<file path="config.mk">
export PLATFORM = sky130hd
export DESIGN_NAME = aam_ctrl
export DESIGN_NICKNAME = d
export VERILOG_FILES = /design/src/hdl/aam_pkg.sv /design/src/hdl/aam_ctrl.sv
export SDC_FILE = /design/constraint.sdc
export NUM_CORES = 1
export LEC_CHECK = 0
export BUFFER_PORTS_ARGS = -buffer_cell sky130_fd_sc_hd__buf_2
export CELL_PAD_IN_SITES_DETAIL_PLACEMENT = 1
export CELL_PAD_IN_SITES_GLOBAL_PLACEMENT = 2
export CORE_AREA = 2 2 39 41
export CTS_BUF_LIST = sky130_fd_sc_hd__clkbuf_4 sky130_fd_sc_hd__clkbuf_8
export DETAILED_ROUTE_END_ITERATION = 10
export DIE_AREA = 0 0 41 43
export GPL_TIMING_DRIVEN = 0
export PLACE_DENSITY_LB_ADDON = 0.1
export SLEW_MARGIN = 25
export SYNTH_ARGS = -nofsm -noshare
export SYNTH_HDL_FRONTEND = slang
export SYNTH_SLANG_ARGS = --single-unit
</file>
<file path="constraint.sdc">
create_clock -name clk -period 2.2 [get_ports clk]
set_clock_uncertainty 0.05 [all_clocks]
set_input_delay 0 -clock clk [delete_from_list [all_inputs] [get_ports clk]]
set_output_delay 0 -clock clk [all_outputs]
set_load 0.02 [all_outputs]
</file>
<file path="src/hdl/aam_pkg.sv">
`timescale 1ns / 1ps

package aam_pkg;

    // Command codes carried by a request.
    typedef enum logic [1:0] {
        CMD_ALLOC   = 2'd0,
        CMD_MARK    = 2'd1,
        CMD_RELEASE = 2'd2,
        CMD_QUERY   = 2'd3
    } aam_cmd_t;

    // Status codes returned with every result.
    typedef enum logic [1:0] {
        ST_OK         = 2'd0,
        ST_OVERFLOW   = 2'd1,
        ST_STACK_FULL = 2'd2,
        ST_NOT_FOUND  = 2'd3
    } aam_status_t;

    // Configuration register indexes.
    localparam logic REG_ARENA_SIZE = 1'b0;

    // Width of the configuration byte address.
    localparam int PADDR_W = 3;

    // One request.
    typedef struct packed {
        aam_cmd_t    command;
        logic [30:0] alloc_size;
        logic [31:0] release_offset;
    } aam_request_t;

    // One result.
    typedef struct packed {
        aam_status_t status;
        logic [31:0] offset_out;
        logic [31:0] used_bytes;
        logic [31:0] free_bytes;
        logic [9:0]  marks_held;
    } aam_result_t;

    // Commands from the controller to the datapath.
    typedef struct packed {
        logic load;
        logic scan_clear;
        logic scan_read;
        logic scan_step;
        logic commit;
        logic release_hit;
    } aam_dp_cmd_t;

    // Status from the datapath to the controller.
    typedef struct packed {
        aam_cmd_t command;
        logic     stack_empty;
        logic     match;
        logic     scan_last;
    } aam_dp_stat_t;

endpackage

</file>
<file path="src/hdl/aam_ctrl.sv">
`timescale 1ns / 1ps

module aam_ctrl (
    input  logic                  clk,
    input  logic                  rst_n,
    input  logic                  request_valid,
    output logic                  request_ready,
    output logic                  result_valid,
    input  logic                  result_ready,
    input  aam_pkg::aam_dp_stat_t stat,
    output aam_pkg::aam_dp_cmd_t  cmd
);
    import aam_pkg::*;

    typedef enum logic [3:0] {
        S_IDLE = 4'b0001,
        S_EXEC = 4'b0010,
        S_READ = 4'b0100,
        S_CMP  = 4'b1000
    } state_t;

    state_t state_reg, state_next;
    logic   out_valid_reg, out_valid_next;
    logic   out_free;

    // The result register can take a new result when empty or being drained.
    assign out_free      = !out_valid_reg || result_ready;
    assign request_ready = (state_reg == S_IDLE);
    assign result_valid  = out_valid_reg;

    // Sequencer for one request.
    always_comb
    begin
        state_next = state_reg;
        cmd        = '0;
        case (state_reg)
            S_IDLE:
            begin
                if (request_valid)
                begin
                    cmd.load   = 1'b1;
                    state_next = S_EXEC;
                end
            end
            S_EXEC:
            begin
                if (stat.command == CMD_RELEASE && !stat.stack_empty)
                begin
                    cmd.scan_clear = 1'b1;
                    state_next     = S_READ;
                end
                else if (out_free)
                begin
                    cmd.commit = 1'b1;
                    state_next = S_IDLE;
                end
            end
            S_READ:
            begin
                cmd.scan_read = 1'b1;
                state_next    = S_CMP;
            end
            S_CMP:
            begin
                if (stat.match || stat.scan_last)
                begin
                    if (out_free)
                    begin
                        cmd.commit      = 1'b1;
                        cmd.release_hit = stat.match;
                        state_next      = S_IDLE;
                    end
                end
                else
                begin
                    cmd.scan_step = 1'b1;
                    state_next    = S_READ;
                end
            end
            default:
            begin
                state_next = S_IDLE;
            end
        endcase
    end

    // Result valid flag.
    always_comb
    begin
        out_valid_next = out_valid_reg;
        if (cmd.commit)
        begin
            out_valid_next = 1'b1;
        end
        else if (result_ready)
        begin
            out_valid_next = 1'b0;
        end
    end

    always_ff @(posedge clk or negedge rst_n)
    begin
        if (!rst_n)
        begin
            state_reg     <= S_IDLE;
            out_valid_reg <= 1'b0;
        end
        else
        begin
            state_reg     <= state_next;
            out_valid_reg <= out_valid_next;
        end
    end

    // A result is loaded only into a free result register.
    a_commit_free: assert property (@(posedge clk) disable iff (!rst_n)
        cmd.commit |-> out_free)
        else $error("result overwritten before it was taken");

    // Every commit ends the request and shows a result.
    a_commit_done: assert property (@(posedge clk) disable iff (!rst_n)
        cmd.commit |=> (state_reg == S_IDLE) && out_valid_reg)
        else $error("commit did not finish the request");

    // An accepted request moves straight to execution.
    a_accept_exec: assert property (@(posedge clk) disable iff (!rst_n)
        (request_valid && request_ready) |=> (state_reg == S_EXEC))
        else $error("accepted request not executed");

endmodule

</file>
==> results.sh <==
export IMPL_rows=14
export IMPL_final_util=0.347
export IMPL_drive_gt1_frac=0.519
export IMPL_end_kind="output port"
export IMPL_cts_setup_buffers=0
export IMPL_routedWlPerCell_um=12.0
export IMPL_synth_top_cell_area_share=0.303
export IMPL_drt_initial_drc_count=0
export IMPL_yosys_top_cells_count="dfrtp_1, nand2b_1, nor2b_1, nor4b_2, a21oi_1"
export IMPL_max_stage_delay_ps=450
export IMPL_synth_simple_gate_area_frac=0.417
export IMPL_power_w=0.000463
export IMPL_coreArea_um2=1380
export IMPL_fin_tns_setup_ps=0
export IMPL_synthesis_nets=41
export IMPL_syn_area_per_cell_um2=10.3
export IMPL_synthFlopType="dfrtp_1"
export IMPL_grt_antenna_before_repair=0
export IMPL_vdd_drop_max_uv=463
export IMPL_finalSetupViolations=0
export IMPL_drc=0
export IMPL_synthXorXnorAreaFrac=0.0265
export IMPL_drt_pass1_iter_count=1
export IMPL_diodes=0
export IMPL_hpwl_um=689
export IMPL_cts_root_buffer="clkbuf_4"
export IMPL_routed_wl_um=838
export IMPL_ys_top_cells_by_area="dfrtp_1, nor4b_2, dfstp_2"
export IMPL_cp_start_kind="register"
export IMPL_whs_ps=9.11
export IMPL_fin_cells=70
export IMPL_r2r_setup_slack_ps=820
export IMPL_cts_tree="done"
export IMPL_synth_largest_area_cell="dfrtp_1"
export IMPL_synth_compound_area_frac=0.152
export IMPL_grt_remaining_overflow=0
export IMPL_vias_per_cell=4.71
export IMPL_grt_met2_usage=0.166
export IMPL_crit_type="register to output port"
export IMPL_initial_core_util=0.239
export IMPL_syn_cell_area_um2=330
export IMPL_synth_top_family_by_area="simple AND/OR/NAND/NOR gates"
export IMPL_clk_latency_ps=240
export IMPL_cts_sinks=5
export IMPL_nets=64
export IMPL_die_h_um=43
export IMPL_gr_usage_met3=0.0628
export IMPL_synth_mux_area_fraction=0
export IMPL_numPortBuffers=16
export IMPL_areaGrowthSynthToFinish_pct=45.5
export IMPL_worst_slew_pin_slew_ps=413
export IMPL_hold_viol=0
export IMPL_async_reset_ff_frac=1.00
export IMPL_place_congestion=0.685
export IMPL_clk_path_buf_depth=2
export IMPL_finalMaxSlewViolations=0
export IMPL_grt_pass1_vias=344
export IMPL_synth_edf_count=0
export IMPL_fill_cells=180
export IMPL_crit_buf_inv=2
export IMPL_cp_top_family="simple AND/OR/NAND/NOR gates"
export IMPL_grtUsageMet1=0.144
export IMPL_grt_start_max_net_pins=8
export IMPL_status="finished clean"
export IMPL_synth_most_common_cell="dfrtp_1"
export IMPL_cp_required_ps=2150
export IMPL_grt_first_pass_wirelength_mm=1.38
export IMPL_numCtsBuffers=3
export IMPL_worstPathCellList="nor4b_2 -> a22oi_1 -> nor2_1 -> buf_4 -> buf_2"
export IMPL_cts_resized=0
export IMPL_synthCells=32
export IMPL_clkTransAtPathRegs_ps=40
export IMPL_arrival_ps=1730
export IMPL_vias=330
export IMPL_post_route_period_util=0.808
export IMPL_synth_seq_cells=5
export IMPL_htree_levels=1
export IMPL_grt_use_total=0.119
export IMPL_slew_headroom=0.721
export IMPL_leakage_nw=0.226
export IMPL_synth_fa_ha_area_frac=0
export IMPL_dieArea_um2=1760
export IMPL_fmax_mhz=562
export IMPL_fin_crit_ps=1780
export IMPL_ys_seq_area_frac=0.383
export IMPL_maxCapViolCount=0
export IMPL_rsz0062_at_grt="no"
export IMPL_ios=17
export IMPL_crit_path_max_fanout=7
export IMPL_hold_path_class="input pin to register"
export IMPL_fp_dieW_um=41
export IMPL_busiest_layer="met2"
export IMPL_powerDensity_nw_per_um2=964
export IMPL_largest_reg_flops=4
export IMPL_antenna_left=0
export IMPL_slowest_stage="dfrtp_1"
export IMPL_synth_cell_types=22
export IMPL_dp_cells=64
export IMPL_ys_warn_count=0
cells in the final DEF (no fill, tap or decap):
cell           instances
a21oi_1                2
a22oi_1                1
a31o_2                 1
a31oi_1                1
and2_1                 1
and3_1                 1
buf_2                 16
buf_4                  1
clkbuf_4               4
dfrtp_1                4
dfstp_2                1
dlygate4sd3_1          2
nand2_1                1
nand2b_1               3
nor2_1                 1
nor2b_1                3
nor3_1                 1
nor4b_1                1
nor4b_2                3
o22a_1                 1
o2bb2ai_1              1
or2_2                  1
or3_1                  1
or3b_2                 1
xnor2_1                1
cell type report:
class                      instances  area, um2  area share
multi-input combinational         26        196       0.409
sequential                         5        126       0.263
timing repair buffer              18        100       0.208
clock buffer                       4       30.0      0.0625
tap                               16       20.0      0.0417
buffer                             1       7.51      0.0156
worst reg2reg max path: stages, from the launching register on:
cell       delay [ps]
dfrtp_1           450
nor4b_2           450
a22oi_1           210
o2bb2ai_1         160
through the flow:
stage,setup WS [ps],instance area [um2]
after floorplan,586,330
after global placement,714,430
after detailed placement,663,430
after CTS,384,480
after global routing,309,480
final,422,480
power by group:
| part | switching, W | leakage (nW) | internal, W |
|---|---|---|---|
| clock network | 0.0000374 | 0.0184 | 0.0000808 |
| logic | 0.0000992 | 0.142 | 0.0000851 |
| registers | 0.0000378 | 0.0653 | 0.000123 |
routing by layer:
metal | share of wire | routed length [um]
met5 | 0 | 0
met4 | 0 | 0
met3 | 0.057 | 48
met2 | 0.52 | 439
met1 | 0.42 | 351
kinds of logic (layout without fill, tap and decap cells):
| family | after synthesis | after routing |
|---|---|---|
| AO/OA/AOI/OAI | 7 | 7 |
| buffers and inverters | 1 | 23 |
| XOR/XNOR | 1 | 1 |
| AND/OR/NAND/NOR | 18 | 18 |
| flip-flops | 5 | 5 |
what timing repair did:
action                                 CTS  global route
endpoints found under the hold margin    6             0
hold buffers                             2             0
setup endpoints to repair                0             0
worst paths after layout:
check	start	end	cells past startpoint
hold reg to reg	result_valid	result_valid	2
setup / recovery	state_reg[1]	cmd[1]	5
hold / removal	result_ready	result_valid	3
min in group asynchronous	rst_n	state_reg[3]	2
setup reg to reg	state_reg[1]	state_reg[0]	3
max in group asynchronous	rst_n	state_reg[0]	2
Power figures use the tool's default switching activity.
